<file path="config.mk">
export PLATFORM = sky130hd
export DESIGN_NAME = gray2_to_rgba32_unpacker_unit_flat
export DESIGN_NICKNAME = d
export VERILOG_FILES = /design/src/rtl/g2r_pkg.sv /design/src/rtl/g2r_if.sv /design/src/rtl/gray2_to_rgba32_unpacker_unit.sv /design/src/flat_wrapper.sv
export SDC_FILE = /design/constraint.sdc
export NUM_CORES = 1
export LEC_CHECK = 0
export BUFFER_PORTS_ARGS = -buffer_cell sky130_fd_sc_hd__clkbuf_2
export CAP_MARGIN = 20
export CORE_MARGIN = 4
export CORE_UTILIZATION = 40
export DETAILED_ROUTE_END_ITERATION = 16
export PLACE_DENSITY = 0.66
export SYNTH_ARGS = -nofsm -noshare
export SYNTH_HDL_FRONTEND = slang
export SYNTH_SLANG_ARGS = --single-unit
</file>
<file path="constraint.sdc">
create_clock -name i_clk -period 2.9 [get_ports i_clk]
set_input_delay 0.725 -clock i_clk [delete_from_list [all_inputs] [get_ports i_clk]]
set_output_delay 0.725 -clock i_clk [all_outputs]
set_load 0.02 [all_outputs]
</file>
<file path="src/rtl/g2r_pkg.sv">
// Package for the 2-bit gray to RGBA8888 unpacker.
// Field widths, register indexes and the level expansion functions.
// No dependencies.
`timescale 1ns / 1ps
`default_nettype none

package g2r_pkg;

    localparam int WORD_W     = 32;
    localparam int PIX_W      = 32;
    localparam int CFG_ADDR_W = 2;
    localparam int CFG_DATA_W = 32;
    localparam int CNT_CFG_W  = 13;
    localparam int POS_W      = 4;

    localparam int DEF_MAX_WIDTH = 4096;
    localparam int DEF_MAX_ROWS  = 4096;

    typedef enum logic [CFG_ADDR_W-1:0] {
        REG_ROW_WIDTH     = 2'd0,
        REG_ROW_TOTAL     = 2'd1,
        REG_START_PIXEL   = 2'd2,
        REG_ALPHA_PRESENT = 2'd3
    } t_reg_idx;

    // Gray level replicated into bytes 3..1, byte 0 left clear.
    function automatic logic [PIX_W-1:0] gray_spread(input logic [1:0] g);
        logic [PIX_W-1:0] v;
        unique case (g)
            2'd0:    v = 32'h0000_0000;
            2'd1:    v = 32'h5555_5500;
            2'd2:    v = 32'hAAAA_AA00;
            default: v = 32'hFFFF_FF00;
        endcase
        return v;
    endfunction

    function automatic logic [7:0] alpha_spread(input logic [1:0] a);
        logic [7:0] v;
        unique case (a)
            2'd0:    v = 8'h00;
            2'd1:    v = 8'h55;
            2'd2:    v = 8'hAA;
            default: v = 8'hFF;
        endcase
        return v;
    endfunction

endpackage

`default_nettype wire

</file>
<file path="src/rtl/g2r_if.sv">
// Channel interfaces of the unpacker: source words, pixel beats and
// configuration writes. Depends on g2r_pkg.
`timescale 1ns / 1ps
`default_nettype none

interface g2r_word_if;
    import g2r_pkg::*;
    logic              valid;
    logic              ready;
    logic [WORD_W-1:0] pixel_word;
    logic [WORD_W-1:0] alpha_word;
    modport source (output valid, output pixel_word, output alpha_word, input ready);
    modport sink   (input valid, input pixel_word, input alpha_word, output ready);
endinterface

interface g2r_pix_if;
    import g2r_pkg::*;
    logic             valid;
    logic             ready;
    logic [PIX_W-1:0] pixel_rgba;
    logic             word_last;
    logic             row_end;
    logic             image_end;
    modport source (output valid, output pixel_rgba, output word_last,
                    output row_end, output image_end, input ready);
    modport sink   (input valid, input pixel_rgba, input word_last,
                    input row_end, input image_end, output ready);
endinterface

interface g2r_cfg_if;
    import g2r_pkg::*;
    logic                  valid;
    logic                  ready;
    logic [CFG_ADDR_W-1:0] index;
    logic [CFG_DATA_W-1:0] data;
    modport source (output valid, output index, output data, input ready);
    modport sink   (input valid, input index, input data, output ready);
endinterface

`default_nettype wire

</file>
<file path="src/rtl/gray2_to_rgba32_unpacker_unit.sv">
// Top level of the 2-bit gray to RGBA8888 unpacker.
// Depends on g2r_pkg and the channel interfaces in g2r_if.sv.
//
// Each accepted source word is unpacked one pixel per cycle, unless the
// output stalls, by a single column/row counter step under a two-state
// sequencer. A word starting at pixel position p yields up to 16 - p beats,
// fewer when the row ends inside the word. No new word is taken until the
// last beat has been made and the sequencer is back in its idle state.
// The last beat sits in the output register while the next word is taken.
// Row width and row count of zero act as one, and values above MAX_WIDTH or
// MAX_ROWS saturate to them. Configuration writes are always taken.
`timescale 1ns / 1ps
`default_nettype none

module gray2_to_rgba32_unpacker_unit #(
    parameter int MAX_WIDTH = g2r_pkg::DEF_MAX_WIDTH,
    parameter int MAX_ROWS  = g2r_pkg::DEF_MAX_ROWS
) (
    input  wire          i_clk,
    input  wire          i_rst_n,
    g2r_word_if.sink     i_word,
    g2r_pix_if.source    o_pix,
    g2r_cfg_if.sink      i_cfg
);
    import g2r_pkg::*;

    localparam int CW = $clog2(MAX_WIDTH + 1);
    localparam int RW = $clog2(MAX_ROWS + 1);

    typedef enum logic {
        ST_IDLE,
        ST_RUN
    } t_state;

    t_state               r_state, n_state;
    logic [CNT_CFG_W-1:0] r_row_width, r_row_total;
    logic [POS_W-1:0]     r_start_pixel;
    logic                 r_alpha_present;

    logic [CW-1:0]        r_col, n_col;
    logic [RW-1:0]        r_row, n_row;
    logic                 r_row_start, n_row_start;
    logic [POS_W-1:0]     r_pos, n_pos;
    logic [WORD_W-1:0]    r_gray, r_alpha;

    logic                 r_valid, n_valid;
    logic [PIX_W-1:0]     r_pix, n_pix;
    logic                 r_wlast, n_wlast, r_rend, n_rend, r_iend, n_iend;

    logic [CW-1:0]        w_eff;
    logic [RW-1:0]        rows_eff;
    logic [CW:0]          col_inc;
    logic [RW:0]          row_inc;
    logic [4:0]           bit_idx;
    logic [1:0]           g_lvl, a_lvl;
    logic                 word_acc, step, rend;

    assign i_cfg.ready  = 1'b1;
    assign i_word.ready = (r_state == ST_IDLE);
    assign word_acc     = i_word.valid && (r_state == ST_IDLE);
    assign step         = (r_state == ST_RUN) && (!r_valid || o_pix.ready);

    always_comb begin
        if (r_row_width == '0) begin
            w_eff = CW'(1);
        end else if (32'(r_row_width) > 32'(MAX_WIDTH)) begin
            w_eff = CW'(MAX_WIDTH);
        end else begin
            w_eff = CW'(r_row_width);
        end
        if (r_row_total == '0) begin
            rows_eff = RW'(1);
        end else if (32'(r_row_total) > 32'(MAX_ROWS)) begin
            rows_eff = RW'(MAX_ROWS);
        end else begin
            rows_eff = RW'(r_row_total);
        end
    end

    // Pixel 0 sits in bits 31:30, so the low bit of pixel p is 30 - 2p.
    assign bit_idx = 5'd30 - {r_pos, 1'b0};
    assign g_lvl   = r_gray[bit_idx +: 2];
    assign a_lvl   = r_alpha[bit_idx +: 2];
    assign col_inc = {1'b0, r_col} + {{CW{1'b0}}, 1'b1};
    assign row_inc = {1'b0, r_row} + {{RW{1'b0}}, 1'b1};
    assign rend    = (col_inc >= {1'b0, w_eff});

    always_comb begin
        n_state     = r_state;
        n_col       = r_col;
        n_row       = r_row;
        n_row_start = r_row_start;
        n_pos       = r_pos;
        n_valid     = r_valid && !o_pix.ready;
        n_pix       = r_pix;
        n_wlast     = r_wlast;
        n_rend      = r_rend;
        n_iend      = r_iend;

        unique case (r_state)
            ST_IDLE: begin
                if (word_acc) begin
                    n_pos       = r_row_start ? r_start_pixel : '0;
                    n_row_start = 1'b0;
                    n_state     = ST_RUN;
                end
            end
            ST_RUN: begin
                if (step) begin
                    n_valid = 1'b1;
                    n_pix   = gray_spread(g_lvl)
                            | {24'h0, r_alpha_present ? alpha_spread(a_lvl) : 8'hFF};
                    n_rend  = rend;
                    n_wlast = rend || (r_pos == {POS_W{1'b1}});
                    n_iend  = 1'b0;
                    n_pos   = r_pos + POS_W'(1);
                    if (rend) begin
                        n_col       = '0;
                        n_row_start = 1'b1;
                        if (row_inc >= {1'b0, rows_eff}) begin
                            n_iend = 1'b1;
                            n_row  = '0;
                        end else begin
                            n_row = row_inc[RW-1:0];
                        end
                    end else begin
                        n_col = col_inc[CW-1:0];
                    end
                    if (n_wlast) begin
                        n_state = ST_IDLE;
                    end
                end
            end
            default: n_state = ST_IDLE;
        endcase
    end

    always_ff @(posedge i_clk) begin
        if (!i_rst_n) begin
            r_state         <= ST_IDLE;
            r_valid         <= 1'b0;
            r_col           <= '0;
            r_row           <= '0;
            r_row_start     <= 1'b1;
            r_row_width     <= CNT_CFG_W'(1);
            r_row_total     <= CNT_CFG_W'(1);
            r_start_pixel   <= '0;
            r_alpha_present <= 1'b0;
        end else begin
            r_state     <= n_state;
            r_valid     <= n_valid;
            r_col       <= n_col;
            r_row       <= n_row;
            r_row_start <= n_row_start;
            if (i_cfg.valid) begin
                unique case (t_reg_idx'(i_cfg.index))
                    REG_ROW_WIDTH:     r_row_width     <= i_cfg.data[CNT_CFG_W-1:0];
                    REG_ROW_TOTAL:     r_row_total     <= i_cfg.data[CNT_CFG_W-1:0];
                    REG_START_PIXEL:   r_start_pixel   <= i_cfg.data[POS_W-1:0];
                    REG_ALPHA_PRESENT: r_alpha_present <= i_cfg.data[0];
                    default:           r_alpha_present <= r_alpha_present;
                endcase
            end
        end
        r_pos   <= n_pos;
        r_pix   <= n_pix;
        r_wlast <= n_wlast;
        r_rend  <= n_rend;
        r_iend  <= n_iend;
        if (word_acc) begin
            r_gray  <= i_word.pixel_word;
            r_alpha <= i_word.alpha_word;
        end
    end

    assign o_pix.valid      = r_valid;
    assign o_pix.pixel_rgba = r_pix;
    assign o_pix.word_last  = r_wlast;
    assign o_pix.row_end    = r_rend;
    assign o_pix.image_end  = r_iend;

endmodule

`default_nettype wire

</file>
<file path="src/flat_wrapper.sv">
// flat-port wrapper written by rule: the top's interface ports become plain ports
module gray2_to_rgba32_unpacker_unit_flat import g2r_pkg::*;
#(
    parameter int MAX_WIDTH = g2r_pkg::DEF_MAX_WIDTH,
    parameter int MAX_ROWS  = g2r_pkg::DEF_MAX_ROWS
)
  (i_clk, i_rst_n, i_word_valid, i_word_pixel_word, i_word_alpha_word, i_word_ready, o_pix_valid, o_pix_pixel_rgba, o_pix_word_last, o_pix_row_end, o_pix_image_end, o_pix_ready, i_cfg_valid, i_cfg_index, i_cfg_data, i_cfg_ready);
  g2r_word_if i_word_i ();
  g2r_pix_if o_pix_i ();
  g2r_cfg_if i_cfg_i ();
  input  wire i_clk;
  input  wire i_rst_n;
  input wire logic [$bits(i_word_i.valid)-1:0] i_word_valid;
  input wire logic [$bits(i_word_i.pixel_word)-1:0] i_word_pixel_word;
  input wire logic [$bits(i_word_i.alpha_word)-1:0] i_word_alpha_word;
  output wire logic [$bits(i_word_i.ready)-1:0] i_word_ready;
  output wire logic [$bits(o_pix_i.valid)-1:0] o_pix_valid;
  output wire logic [$bits(o_pix_i.pixel_rgba)-1:0] o_pix_pixel_rgba;
  output wire logic [$bits(o_pix_i.word_last)-1:0] o_pix_word_last;
  output wire logic [$bits(o_pix_i.row_end)-1:0] o_pix_row_end;
  output wire logic [$bits(o_pix_i.image_end)-1:0] o_pix_image_end;
  input wire logic [$bits(o_pix_i.ready)-1:0] o_pix_ready;
  input wire logic [$bits(i_cfg_i.valid)-1:0] i_cfg_valid;
  input wire logic [$bits(i_cfg_i.index)-1:0] i_cfg_index;
  input wire logic [$bits(i_cfg_i.data)-1:0] i_cfg_data;
  output wire logic [$bits(i_cfg_i.ready)-1:0] i_cfg_ready;
  assign i_word_i.valid = i_word_valid;
  assign i_word_i.pixel_word = i_word_pixel_word;
  assign i_word_i.alpha_word = i_word_alpha_word;
  assign i_word_ready = i_word_i.ready;
  assign o_pix_valid = o_pix_i.valid;
  assign o_pix_pixel_rgba = o_pix_i.pixel_rgba;
  assign o_pix_word_last = o_pix_i.word_last;
  assign o_pix_row_end = o_pix_i.row_end;
  assign o_pix_image_end = o_pix_i.image_end;
  assign o_pix_i.ready = o_pix_ready;
  assign i_cfg_i.valid = i_cfg_valid;
  assign i_cfg_i.index = i_cfg_index;
  assign i_cfg_i.data = i_cfg_data;
  assign i_cfg_ready = i_cfg_i.ready;
  gray2_to_rgba32_unpacker_unit #(.MAX_WIDTH(MAX_WIDTH), .MAX_ROWS(MAX_ROWS)) u_core (.i_clk(i_clk), .i_rst_n(i_rst_n), .i_word(i_word_i), .o_pix(o_pix_i), .i_cfg(i_cfg_i));
endmodule
</file>
==> summary.md, run 1 <==
| Metric | Value |
|---|---|
| Post-Synthesis Cells | 583 |
| Fin crit share | 0.982 |
| Average wire per standard cell | 15.5 microns |
| Critical-path top delay cell | dfxtp_2 |
| Via/cell ratio | 5.02 |
| Switching share of power | 0.273 |
| Max_cap viols | 0 |
| Crit start category | flip-flop |
| CORE AREA | 16100 sq um |
| Area grow syn2layout | 23.1% |
| Final wirelength | 14500 microns |
| F_max | 351 MHz |
| Min Clock Period, post-route | 2.85 ns |
| Remaining global-route overflow | 0 |
| Final Wtd Congestion | 0.820 |
| Outcome | finished, final reports clean |
| Multiplexer share of the synthesized area | 0.0755 |
| Highest net fanout along the worst path | 6 |
| CTS tree | built |
| Pre-CTS WS | -0.0859 ns |
| Routed via count | 4701 |
| Antenna diodes | 0 |
| Final setup violation count | 0 |
| Number of synthesized register bits | 135 |
| Largest net degree at the start of global routing | 40 |
| First-pass GRT wire length | 22800 microns |
| FF/Latch Area | 3460 sq um |
| Fin. Hold Viols | 0 |
| P_int | 3740 uW |
| Drt drc | 0 |
| Distinct cell type count after synthesis | 54 |
| Die X | 137 microns |
| Simple-Gate Fraction of Synth Area | 0.160 |
| Cts bufs inserted | 17 |
| Share of cells above drive strength 1 | 0.357 |
| EDFF count, synth | 75 |
| Worst min-delay path category | primary input to flip-flop |
| DRT iter0 DRCs | 240 |
| Slew Viols, Final | 0 |
| Die area | 18700 sq um |
| Final WS setup | 0.0516 ns |
| Total GRT Usage | 0.157 |
| CP arrival | 3.20 ns |
| Detail Route Antenna Nets | 0 |
| Largest family of logic cells by synthesized area | simple AND/OR/NAND/NOR gates |
| Fin nets | 839 |
| # placed instances | 899 |
| Leak | 0.00322 uW |
| Hold buffers post-CTS | 0 |
| Post-Route Skew | 0.00628 ns |
| Mapped cell area | 6630 sq um |
| RSZ-0062 raised after global routing | yes |
| Clock-pin transition on the worst setup and hold timing paths | 0.06 ns |
| Synth Flop Type | edfxtp_1 |
| Share of total power in sequential cells | 0.437 |
| Power share of the combinational group | 0.152 |
| Fin util | 0.508 |
| Row count | 46 |
| Critical path class | flip-flop to flip-flop |
| Starting density of the core | 0.413 |
| Clk_lat worst skew | 0.42 ns |
| Hold_ws | 0.473 ns |
| Ports | 141 |
| DPL Wire Length | 10600 microns |
| Syn avg cell area | 11.4 sq um |
| P_sw | 1410 uW |
| 1st-pass router iterations | 4 |
| Pwr Density | 631 nW/um^2 |
| Async SR Flop Fraction | 0 |
| Synth Area in Compound Gates | 0.0795 |
| Crit-path cells | nand4_1 > nor2_1 > nand2_1 > nor2_2 > nand3_2 > xnor2_2 > ha_4 > a211oi_2 > o211ai_1 > a311oi_2 > o41a_4 > inv_4 > nand2_8 > clkbuf_16 > nand2_1 > a21boi_1 |
| Sequential area share after synthesis | 0.521 |
| Max stage delay on crit path | 0.35 ns |
| Critical Path RT | 3.25 ns |
| Syn. warnings | 0 |
| Total power | 5150 uW |
| Syn_nets | 715 |
| Vias in the first global route | 4704 |
| Post-Synth XOR/XNOR Area | 0.0487 |
| Input/output buffers | 120 |
| Synth Area in Adders | 0.0548 |
| Clock Sinks | 135 |
| H-tree Lvls | 4 |
| Die Ht | 137 microns |
| Multi-input gate area | 2880 sq um |
| Max rail drop VDD | 0.000437 V |
| CP dominant cell by count | nand2_1 |
| Clock power frac | 0.411 |
| Nature of the critical path endpoint | flip-flop |
| Final Non-Filler Cells | 936 |
| Initial antenna violation count | 0 |
| Root buf cell | clkbuf_16 |
| # fillers | 1376 |
| CTS Buffer Depth | 2 |
| Slew @ Worst Pin | 0.717 ns |
| Slew HR | 0.521 |
[routing by layer]
layer	vias to the layer above	GRT usage	wire (microns)
met5	-	0	0
met4	0	0.0448	163
met3	20	0.0563	941
met2	136	0.252	7090
met1	2250	0.202	6310
li1	2295	-	-
[cells in the mapped netlist (all sizes together), types with 7 or more instances]
| library cell | count | area share |
|---|---|---|
| mux4 | 20 | 0.068 |
| nand2 | 120 | 0.072 |
| xnor2 | 18 | 0.024 |
| edfxtp | 75 | 0.34 |
| clkbuf | 14 | 0.0079 |
| nor2 | 30 | 0.020 |
| xor2 | 18 | 0.025 |
| inv | 8 | 0.0049 |
| nand4 | 10 | 0.0094 |
| a21boi | 31 | 0.035 |
| buf | 40 | 0.047 |
| nand3 | 22 | 0.019 |
| dfxtp | 60 | 0.18 |
| ha | 29 | 0.055 |
| a21oi | 19 | 0.015 |
| o22ai | 7 | 0.0066 |
[kinds of logic after synthesis]
| kind of cell | Yosys count |
|---|---|
| AO/OA/AOI/OAI | 75 |
| XOR/XNOR | 36 |
| adder cells (fa/ha/maj) | 29 |
| buffers and inverters | 62 |
| flip-flops | 135 |
| multiplexers | 25 |
| other | 1 |
| AND/OR/NAND/NOR | 220 |
[power groups by stage]
| stage | Sequential [uW] | Combinational, uW | Clock (uW) |
|---|---|---|---|
| final | 2250 | 783 | 2120 |
| after global routing | 2270 | 845 | 2260 |
| after CTS | 2250 | 765 | 2170 |
| after detailed placement | 2290 | 760 | 0 |
| after global placement | 2290 | 746 | 0 |
| after floorplan | 2260 | 581 | 0 |
[final cells by class]
class / instances / area share
timing repair buffer: 159 / 0.115
tap: 216 / 0.0331
sequential: 135 / 0.424
clock buffer: 17 / 0.0521
clock inverter: 15 / 0.0189
multi-input combinational: 386 / 0.353
inverter: 8 / 0.00399
[metrics by stage]
step | cell area (sq um) | setup TNS [ns]
after floorplan | 6630 | 0
after global placement | 7410 | 0
after detailed placement | 7410 | -0.570
after CTS | 8000 | 0
after global routing | 8160 | -1.64
final | 8160 | 0
[cell usage in the layout (no fill, tap or decap), types with 3 or more instances in the layout]
master     synthesis  final
a21boi_0          25     25
a21boi_1           6      4
a21o_1             3      3
a21oi_1           17     15
a21oi_2            2      4
buf_4             32     36
clkbuf_16          0     18
clkbuf_2           0    120
dfxtp_1           60     54
dfxtp_2            0      6
edfxtp_1          75     75
ha_1              29     26
inv_1              7      6
inv_6              0      6
inv_8              0      4
mux2i_1            5      5
mux4_2            20     20
nand2_1          118    114
nand2_2            0      3
nand2b_1           6      6
nand3_1           19     17
nand3_2            3      5
nand3b_1           6      6
nand4_1           10     10
nor2_1            27     24
nor2_2             1      3
nor2_4             2      3
nor2b_1            6      6
nor3_1             3      3
nor4_1             5      5
o21ai_0            5      4
o22ai_1            7      7
or3b_2             4      4
xnor2_1           18     16
xor2_1            17     17
[flip-flops by register name, indices dropped and copies added (netlist names), 13 cells and up]
signal,count
u_core.r_row_width,13
u_core.r_gray,32
u_core.r_row_total,13
u_core.r_alpha,32
u_core.r_col,13
u_core.r_row,13
[critical path, delay by kind of cell, from the launching register on]
kind | cells | cell delay, ns
xor+xnor | 1 | 0.23
buf+inv | 2 | 0.22
simple gates | 7 | 0.78
compound gates | 5 | 0.95
flops | 1 | 0.35
fa+ha+maj | 1 | 0.24
[path summary, 6_finish.rpt]
kind,end,cells past startpoint,slack (ns),from
setup / recovery,u_core.r_row[0]$_SDFFE_PN0P_,16,0.05,u_core.r_col[2]$_SDFFE_PN0P_
hold / removal,u_core.r_gray[12]$_DFFE_PP_,1,0.47,i_word_pixel_word[12]
setup reg to reg,u_core.r_row[0]$_SDFFE_PN0P_,16,0.05,u_core.r_col[2]$_SDFFE_PN0P_
hold reg to reg,u_core.r_row_start$_SDFFE_PN1P_,1,0.48,u_core.r_row_start$_SDFFE_PN1P_
[repair_timing]
action / CTS / global route
cloned: 0 / 1
pin swaps: 1 / 15
gates resized for setup: 4 / 26
setup endpoints to repair: 18 / 30
buffers inserted: 0 / 4
(Power assumes the default switching activity.)
==> run 2: changes to the inputs <==
- CTS_BUF_LIST: not set -> sky130_fd_sc_hd__clkbuf_2
==> run 2 against run 1 <==
  * Via count fell by 1.8%
  * Largest cell class unchanged
  * Setup slack lost 0.037 ns
  * Die area is the same
  * Critical endpoint is now u_core.r_row_start$_SDFFE_PN1P_
==> summary.md, run 2 (synthesis results as in run 1) <==
| Metric | Value |
|---|---|
| CTS Buffer Depth | 2 |
| Final Wtd Congestion | 0.820 |
| Max_cap viols | 0 |
| Fin nets | 840 |
| Reg2Reg Setup Slack | 0.01 ns |
| F_max | 347 MHz |
| Remaining global-route overflow | 0 |
| Critical path class | flip-flop to flip-flop |
| 1st-pass router iterations | 4 |
| Commonest non-fill, non-tap cell in the layout | clkbuf_2 |
| Average wire per standard cell | 15.1 microns |
| Clk_lat worst skew | 0.71 ns |
| Max rail drop VDD | 0.000417 V |
| H-tree Lvls | 4 |
| Highest net fanout along the worst path | 14 |
| Clock-pin transition on the worst setup and hold timing paths | 0.24 ns |
| Row count | 46 |
| Antenna diodes | 0 |
| # fillers | 1417 |
| Final wirelength | 14200 microns |
| Largest registers | u_core.r_alpha (32), u_core.r_gray (32) |
| Commonest cells after routing, fill and taps aside | clkbuf_2 (137), nand2_1 (116), edfxtp_1 (75), dfxtp_1 (54), buf_4 (37) |
| Leak | 0.00307 uW |
| Fin. Hold Viols | 0 |
| Slew @ Worst Pin | 0.740 ns |
| DPL Wire Length | 10600 microns |
| CTS tree | built |
| Hold_ws | 0.167 ns |
| FF/Latch Area | 3460 sq um |
| First-pass GRT wire length | 22400 microns |
| Die area | 18700 sq um |
| RSZ-0062 raised after global routing | yes |
| Worst min-delay path category | primary input to flip-flop |
| Critical Path RT | 3.53 ns |
| Post-Route Skew | 0.0406 ns |
| Detail Route Antenna Nets | 0 |
| Min Clock Period, post-route | 2.89 ns |
| Input/output buffers | 120 |
| Die X | 137 microns |
| CP arrival | 3.51 ns |
| Drt drc | 0 |
| Final setup violation count | 0 |
| Root buf cell | clkbuf_2 |
| Clock Sinks | 135 |
| Via/cell ratio | 4.93 |
| Multi-input gate area | 2860 sq um |
| Initial antenna violation count | 0 |
| Slew Viols, Final | 0 |
| Slew HR | 0.506 |
| DRT iter0 DRCs | 243 |
| Outcome | finished, final reports clean |
| Cts bufs inserted | 17 |
| CORE AREA | 16100 sq um |
| Vias in the first global route | 4637 |
| Die Ht | 137 microns |
| Largest net degree at the start of global routing | 40 |
| Share of cells above drive strength 1 | 0.355 |
| Area grow syn2layout | 17.9% |
| Total power | 4170 uW |
| Total GRT Usage | 0.154 |
| Ports | 141 |
| Crit start category | flip-flop |
| Nature of the critical path endpoint | flip-flop |
| Pwr Density | 534 nW/um^2 |
| Starting density of the core | 0.413 |
| Fin crit share | 0.995 |
| Routed via count | 4615 |
==> run 2: cell types whose count changed in the layout (fill, tap and decap cells not counted), moves of 2 or more <==
| cell | change |
|---|---|
| clkbuf_16 | -17 |
| clkbuf_2 | +17 |
| nand2_1 | +2 |
| nand2_2 | -2 |
==> run 2: power breakdown <==
group / total, uW / internal, uW / switching, uW / leakage [uW]
combinational: 777 / 364 / 412 / 0.00172
sequential: 2250 / 2160 / 89.2 / 0.00120
clock: 1150 / 351 / 796 / 0.000150
==> run 2: layer usage <==
| layer | GRT usage | share of wire | vias up |
|---|---|---|---|
| li1 | - | - | 2297 |
| met4 | 0.0386 | 0.0095 | 0 |
| met2 | 0.249 | 0.48 | 112 |
| met3 | 0.0529 | 0.063 | 9 |
| met1 | 0.200 | 0.45 | 2197 |
| met5 | 0 | 0 | - |
==> run 2: worst paths after layout <==
check / from / to / depth (start not counted)
max: u_core.r_col[2]$_SDFFE_PN0P_ / u_core.r_row_start$_SDFFE_PN1P_ / 15
min: i_word_pixel_word[21] / u_core.r_gray[21]$_DFFE_PP_ / 1
max reg2reg: u_core.r_col[2]$_SDFFE_PN0P_ / u_core.r_row_start$_SDFFE_PN1P_ / 15
min reg2reg: u_core.r_row_width[12]$_SDFFE_PN0P_ / u_core.r_row_width[12]$_SDFFE_PN0P_ / 2
==> run 2: timing repair <==
item / 4_1_cts / 5_1_grt
gates cloned: 0 / 1
setup endpoints to repair: 27 / 30
setup buffers: 0 / 5
hold buffers: 0 / 0
pin swaps: 2 / 16
gates resized for setup: 7 / 20
==> run 2: final cells by class <==
class,count,area share
well taps,216,0.0346
repair buffers,160,0.121
flip-flops and latches,135,0.443
clock inverters,15,0.0197
inverters,8,0.00417
clock buffers,17,0.0109
multi-input cells,386,0.367
==> run 2: critical path, stage by stage (launching register included) <==
cell	delay, ns
dfxtp_2	0.40
nand4_1	0.14
nor2_1	0.14
nand2_1	0.09
nor2_2	0.15
nand3_2	0.12
xnor2_2	0.23
ha_4	0.23
a211oi_2	0.18
o211ai_1	0.14
a311oi_2	0.28
o41a_4	0.25
inv_4	0.05
nand2_8	0.09
nand2_4	0.14
a21o_1	0.19
==> run 2: through the flow <==
step	std cells	area [sq um]	utilization	setup WS (ns)	TNS, ns
after global placement	899	7410	0.462	0.0303	0
final	937	7810	0.486	0.0145	0
after detailed placement	899	7410	0.462	-0.0859	-0.570
after global routing	937	7810	0.486	-0.162	-3.02
after floorplan	583	6630	-	0.00492	0
after CTS	931	7670	0.477	0.0109	0
